$ cat src/rtl/core/assert_macros.svh
// assertion macros of the replacement engine, used by the controller module
// no dependencies; included by files that carry concurrent checks
`ifndef ASSERT_MACROS_SVH
`define ASSERT_MACROS_SVH

// same-cycle implication under the synchronous reset
`define RDCR_ASSERT_NOW(label, ante, cons, msg) \
  label: assert property (@(posedge clk) disable iff (!rst_n) (ante) |-> (cons)) \
    else $error(msg);

// next-cycle implication under the synchronous reset
`define RDCR_ASSERT_NEXT(label, ante, cons, msg) \
  label: assert property (@(posedge clk) disable iff (!rst_n) (ante) |=> (cons)) \
    else $error(msg);

`endif

$ cat src/rtl/core/rdcr_pkg.sv
// shared types and constants of the rrip dueling replacement engine
// no dependencies; imported by every module of the block except rdcr_ram
`default_nettype none

package rdcr_pkg;

  localparam int NUM_SETS     = 2048;
  localparam int NUM_WAYS     = 16;
  localparam int ADDR_BITS    = 48;
  localparam int SET_W        = 11;
  localparam int WAY_W        = 4;
  localparam int MASK_W       = 16;
  localparam int PC_W         = 8;
  localparam int RRV_W        = 2;
  localparam int CONF_W       = 2;
  localparam int LEADER_DEF   = 64;
  localparam int SIG_BITS_DEF = 6;
  localparam int SEL_MAX_DEF  = 1023;
  localparam int STRIDE       = 64;
  localparam logic [1:0]  RRV_MAX   = 2'd3;
  localparam logic [15:0] LFSR_SEED = 16'hACE1;
  localparam int WORD_W = NUM_WAYS * RRV_W + CONF_W + ADDR_BITS;

  typedef enum logic {
    OP_QUERY  = 1'b0,
    OP_UPDATE = 1'b1
  } op_t;

  // controller to datapath
  typedef struct packed {
    logic clear;
    logic accept;
    logic exec;
  } rdcr_cmd_t;

  // datapath to controller
  typedef struct packed {
    logic clr_last;
  } rdcr_sts_t;

endpackage

`default_nettype wire

$ cat src/rtl/core/rdcr_ctrl.sv
// controller fsm: clearing pass, accept, execute and result handshake
// depends on rdcr_pkg and assert_macros.svh
`default_nettype none
`include "assert_macros.svh"

module rdcr_ctrl
  import rdcr_pkg::*;
(
  input  wire logic      clk,
  input  wire logic      rst_n,
  input  wire logic      in_valid,
  output logic           in_ready,
  output logic           out_valid,
  input  wire logic      out_ready,
  input  wire rdcr_sts_t sts,
  output rdcr_cmd_t      cmd
);

  typedef enum logic [2:0] {
    ST_CLEAR = 3'b001,
    ST_IDLE  = 3'b010,
    ST_BUSY  = 3'b100
  } state_t;

  state_t state_r, state_nxt;
  logic   out_valid_r, out_valid_nxt;

  // command decode
  always_comb begin
    in_ready   = (state_r == ST_IDLE);
    cmd.clear  = (state_r == ST_CLEAR);
    cmd.accept = in_ready && in_valid;
    cmd.exec   = (state_r == ST_BUSY) && (!out_valid_r || out_ready);
  end

  // next state
  always_comb begin
    state_nxt = state_r;
    unique case (state_r)
      ST_CLEAR: if (sts.clr_last) state_nxt = ST_IDLE;
      ST_IDLE:  if (cmd.accept) state_nxt = ST_BUSY;
      ST_BUSY:  if (cmd.exec) state_nxt = ST_IDLE;
      default:  state_nxt = ST_CLEAR;
    endcase
  end

  // result valid flag
  always_comb begin
    out_valid_nxt = out_valid_r;
    if (cmd.exec) begin
      out_valid_nxt = 1'b1;
    end else if (out_ready) begin
      out_valid_nxt = 1'b0;
    end
  end

  always_ff @(posedge clk) begin
    if (!rst_n) begin
      state_r     <= ST_CLEAR;
      out_valid_r <= 1'b0;
    end else begin
      state_r     <= state_nxt;
      out_valid_r <= out_valid_nxt;
    end
  end

  assign out_valid = out_valid_r;

  `RDCR_ASSERT_NEXT(a_exec_gives_result, cmd.exec, out_valid_r, "execute without result")
  `RDCR_ASSERT_NEXT(a_accept_goes_busy, cmd.accept, state_r == ST_BUSY, "accept not busy")
  `RDCR_ASSERT_NEXT(a_result_held, out_valid_r && !out_ready, out_valid_r, "result dropped")

endmodule

`default_nettype wire

$ cat config.mk
export PLATFORM = sky130hd
export DESIGN_NAME = rdcr_ctrl
export DESIGN_NICKNAME = d
export VERILOG_FILES = /design/src/rtl/core/rdcr_pkg.sv /design/src/rtl/core/rdcr_ctrl.sv
export VERILOG_INCLUDE_DIRS = /design/src /design/src/rtl/core
export SDC_FILE = /design/constraint.sdc
export NUM_CORES = 1
export LEC_CHECK = 0
export CORE_AREA = 2 2 39 41
export CTS_BUF_LIST = sky130_fd_sc_hd__clkbuf_16
export CTS_CLUSTER_SIZE = 25
export DETAILED_ROUTE_END_ITERATION = 10
export DIE_AREA = 0 0 41 43
export DONT_BUFFER_PORTS = 1
export PLACE_DENSITY = 0.35
export SLEW_MARGIN = 40
export SYNTH_ARGS = -nofsm -noshare
export SYNTH_HDL_FRONTEND = slang
export SYNTH_SLANG_ARGS = --single-unit
$ cat constraint.sdc
create_clock -name clk -period 2.3 [get_ports clk]
set_input_delay 0.23 -clock clk [delete_from_list [all_inputs] [get_ports clk]]
set_output_delay 0.23 -clock clk [all_outputs]
set_load 0.05 [all_outputs]
* Word level (Yosys, flattened, before mapping) *
Index checks and enable logic that the tools add are counted.

cells by class
  muxes and demuxes = 6
  equality and inequality tests = 6
  reductions and logical operators = 6

operators with widths
  cell                                                                      count
  3-bit two-way mux                                                         3
  3-bit case mux with 3 select lines                                        1
  2-bit inequality test (second input constant)                             2
  3-bit by 1-bit equality test with 1-bit output (second input constant)    1
  3-bit by 2-bit equality test with 1-bit output (second input constant)    1
  3-bit equality test (second input constant)                               1
  3-bit AND reduction                                                       1
  1-bit logical AND                                                         2
  1-bit two-way mux                                                         2
  2-bit by 1-bit inequality test with 1-bit output (second input constant)  1
  2-bit nonzero test                                                        1
  1-bit zero test                                                           1
  1-bit logical OR                                                          1

storage, ports and cells
  bits of input ports = 5
  bits in registers = 4
  output and inout bits = 5

* Logic depth before layout (Yosys ltp) *
  depth after elaboration = 5
  mapped depth = 4

* Least setup slack after synthesis *
No wires, ideal clock.

  path kind = register to output
  start point = register state_r[2]
  end point = output port cmd[1] (netlist bit)
  cell stages (with the launch flop) = 3
  data arrival time = 1.608 ns
  data required time = 2.070 ns
  slack = 0.462 ns
  path through = dfxtp_1 -> nand2b_2 -> nor3_1

RTL lines
  what                      RTL line         text
  start: declaration        rdcr_ctrl.sv:25  state_t state_r, state_nxt;
  start signal: assignment  rdcr_ctrl.sv:62  state_r <= state_nxt;
  end: declaration          rdcr_ctrl.sv:16  output rdcr_cmd_t cmd

==> run_results.csv <==
group,metric,value,unit
grt,track_usage,0.0743,
sta,fmax,601,MHz
run,drv_cap,0,
clock_tree,cts-buffers-inserted,3,
worst_setup_path,crit_arrival,1430,ps
sta,holdWs,89.2,ps
sta,worst_slew_pin_slew,518,ps
min_path,worstHoldPathType,"in -> reg",
placed_design,place_area,270,um^2
clock_tree,cts.repair.resized,0,
drt,vias,197,
clock_tree,root_buffer,"clkbuf_16",
clock_tree,clock_latency,230,ps
sta,period_minus_slack,1660,ps
layout,fillers,157,
worst_setup_path,slowest_stage,"dfxtp_1",
grt,gr-total-overflow,0,
worst_setup_path,crit_family,"flip-flops",
clock_tree,cts_tree,"done",
power,power_density,1120,nW/um^2
clock_tree,clkTransAtPathRegs,30,ps
logic_synthesis,yosysSeqAreaShare,0.340,
floorplanning,core,1380,um^2
sta,finalCritPeriodShare,0.723,
clock_tree,cts_setup_buffers,0,
layout,ff_latch_area,80.1,um^2
worst_setup_path,r2r_start,"out_valid",
worst_setup_path,worstRegToRegCells,3,
sta,rsz0062_at_grt,"false",
worst_setup_path,critPathLaunchType,"flip-flop",
power,power_leakage,0.141,nW
drt,drtIter0Drc,0,
grt,grt_max_degree,10,
logic_synthesis,synth_cell_types,17,
logic_synthesis,synth_seq_cells,4,
worst_setup_path,cpPeakStageDelay,630,ps
drt,drt-vias-per-instance,4.19,
clock_tree,htreeDepth,1,
layout,multi_input_area,129,um^2
sta,finalSetupViolCount,0,
worst_setup_path,ff2ff_setup_slack,920,ps
layout,drive_gt1_frac,0.355,
drt,routed_wl,480,um
clock_tree,cts_sinks,4,
worst_setup_path,crit_required,2070,ps
logic_synthesis,synth.cell_area,235,um^2
placed_design,post-place-ws,875,ps
floorplanning,start_util,0.170,
layout,diodes,0,
clock_tree,cts.hold.buffers_added,0,
sta,setup_ws,637,ps
drt,drtAntennaViolNets,0,
floorplanning,die_area,1760,um^2
status,status,"finished, final reports clean",
worst_setup_path,cp_max_fo,3,
sta,hold_viol_final,0,
drt,drc,0,
worst_setup_path,cp-end-kind,"output pin",
power,ir_worst_vdd,0.445,mV
placed_design,place_congestion,0.635,
sta,relSlewSlack,0.654,
worst_setup_path,worstSetupPathType,"reg -> out",
drt,drtPass1Iterations,1,
layout,area_delta_synth_final,46.8,%
grt,grt_pass1_vias,201,
layout,fin_util,0.250,
floorplanning,fp.dieH,43,um
grt,antenna_found_initial,0,
floorplanning,io_pins,10,
worst_setup_path,crit_chain,"nor2b_1 > nor3_1 > buf_4",
min_path,worst_hold_path.endpoint,"state_r[0]",
sta,drv_slew,0,
logic_synthesis,yosysWarnings,0,
floorplanning,rows,14,
sta,tns,0,ps
worst_setup_path,r2r-end,"state_r[1]",
logic_synthesis,syn_area_per_cell,9.05,um^2
logic_synthesis,postSynthCellCount,26,
logic_synthesis,synth_fp_nets,31,
worst_setup_path,crit_buf_inv,1,
layout,fin_nets,38,
grt,grt_pass1_wl,828,um
layout,fin_area,345,um^2
drt,post_drt_wl_per_cell,10.2,um
min_path,min_from,"rst_n",
clock_tree,cts_buffer_depth,2,
sta,finClkSkew,3.51,ps
min_path,min_path_cells,1,
placed_design,port_buffers,0,
floorplanning,die_x,41,um
[worst reg2reg max path, delay by kind of cell (launching register included)]
family	cells	cell delay, ps
compound gates	2	340
flops	1	630
simple gates	1	290
[through the flow]
| stage | instances | total power, mW |
|---|---|---|
| after global routing | 47 | 0.399 |
| after CTS | 47 | 0.393 |
| after floorplan | 26 | 0.110 |
| final | 47 | 0.386 |
| after global placement | 44 | 0.117 |
| after detailed placement | 44 | 0.117 |
[placed cells by master (no fill, tap or decap)]
cell type and instances:
o21a_1 1, nor3_1 2, o22ai_1 1, inv_1 3, nand2b_2 1, dfxtp_1 4, o32a_1 1, nor3b_2 2
clkbuf_16 3, buf_4 4, and2_0 1, a21oi_1 1, nor2b_1 1, o211a_1 1, o21ai_1 1, nand2b_4 1
o31ai_1 1, nor2_1 2
[flip-flops by register name, summed over array words and instances (netlist names)]
signal     flops
out_valid      1
state_r        3
[where the power goes]
part	internal (mW)	leakage, nW	switching [mW]
registers	0.0734	0.0327	0.00586
logic	0.0149	0.0711	0.0214
clock network	0.222	0.0370	0.0488
total	0.310	0.141	0.0760
[how the worst max path moves through the flow]
stage / cells after the start / startpoint / end
6_report: 3 / out_valid / cmd[0]
5_1_grt: 3 / out_valid / cmd[0]
4_1_cts: 3 / out_valid / cmd[0]
3_5_place_dp: 3 / out_valid / cmd[0]
3_3_place_gp: 3 / out_valid / cmd[0]
2_1_floorplan: 2 / state_r[2] / cmd[1]
[cell usage after synthesis]
cell type | number | area, um^2
o21ai_1 | 1 | 5.00
o31ai_1 | 1 | 7.51
o32a_1 | 1 | 10.0
o21a_1 | 1 | 7.51
a21oi_1 | 1 | 5.00
inv_1 | 3 | 11.3
and2_0 | 1 | 6.26
o211a_1 | 1 | 10.0
nor2b_1 | 1 | 6.26
buf_4 | 2 | 15.0
nor2_1 | 2 | 7.51
o22ai_1 | 1 | 6.26
nand2b_2 | 1 | 8.76
nor3_1 | 2 | 10.0
dfxtp_1 | 4 | 80.1
nor3b_2 | 2 | 25.0
nand2b_4 | 1 | 13.8
[final cells by class]
type                       instances  share of cell area
multi-input combinational         17               0.373
sequential                         4               0.232
clock buffer                       3               0.217
timing repair buffer               4              0.0870
tap                               16              0.0580
inverter                           3              0.0326
[routing by layer]
layer | vias to the layer above | track usage | part of all wire
li1 | 99 | - | -
met1 | 88 | 0.0772 | 0.38
met5 | - | 0 | 0
met2 | 7 | 0.100 | 0.49
met4 | 0 | 0.0400 | 0.035
met3 | 3 | 0.0628 | 0.096
[kinds of logic (layout without fill, tap and decap cells)]
logic type / after synthesis / count (layout) / share of synthesized area
buf+inv: 5 / 10 / 0.112
simple gates: 10 / 10 / 0.330
flops: 4 / 4 / 0.340
compound gates: 7 / 7 / 0.218
Note: power is estimated with default switching activity, not from simulation.
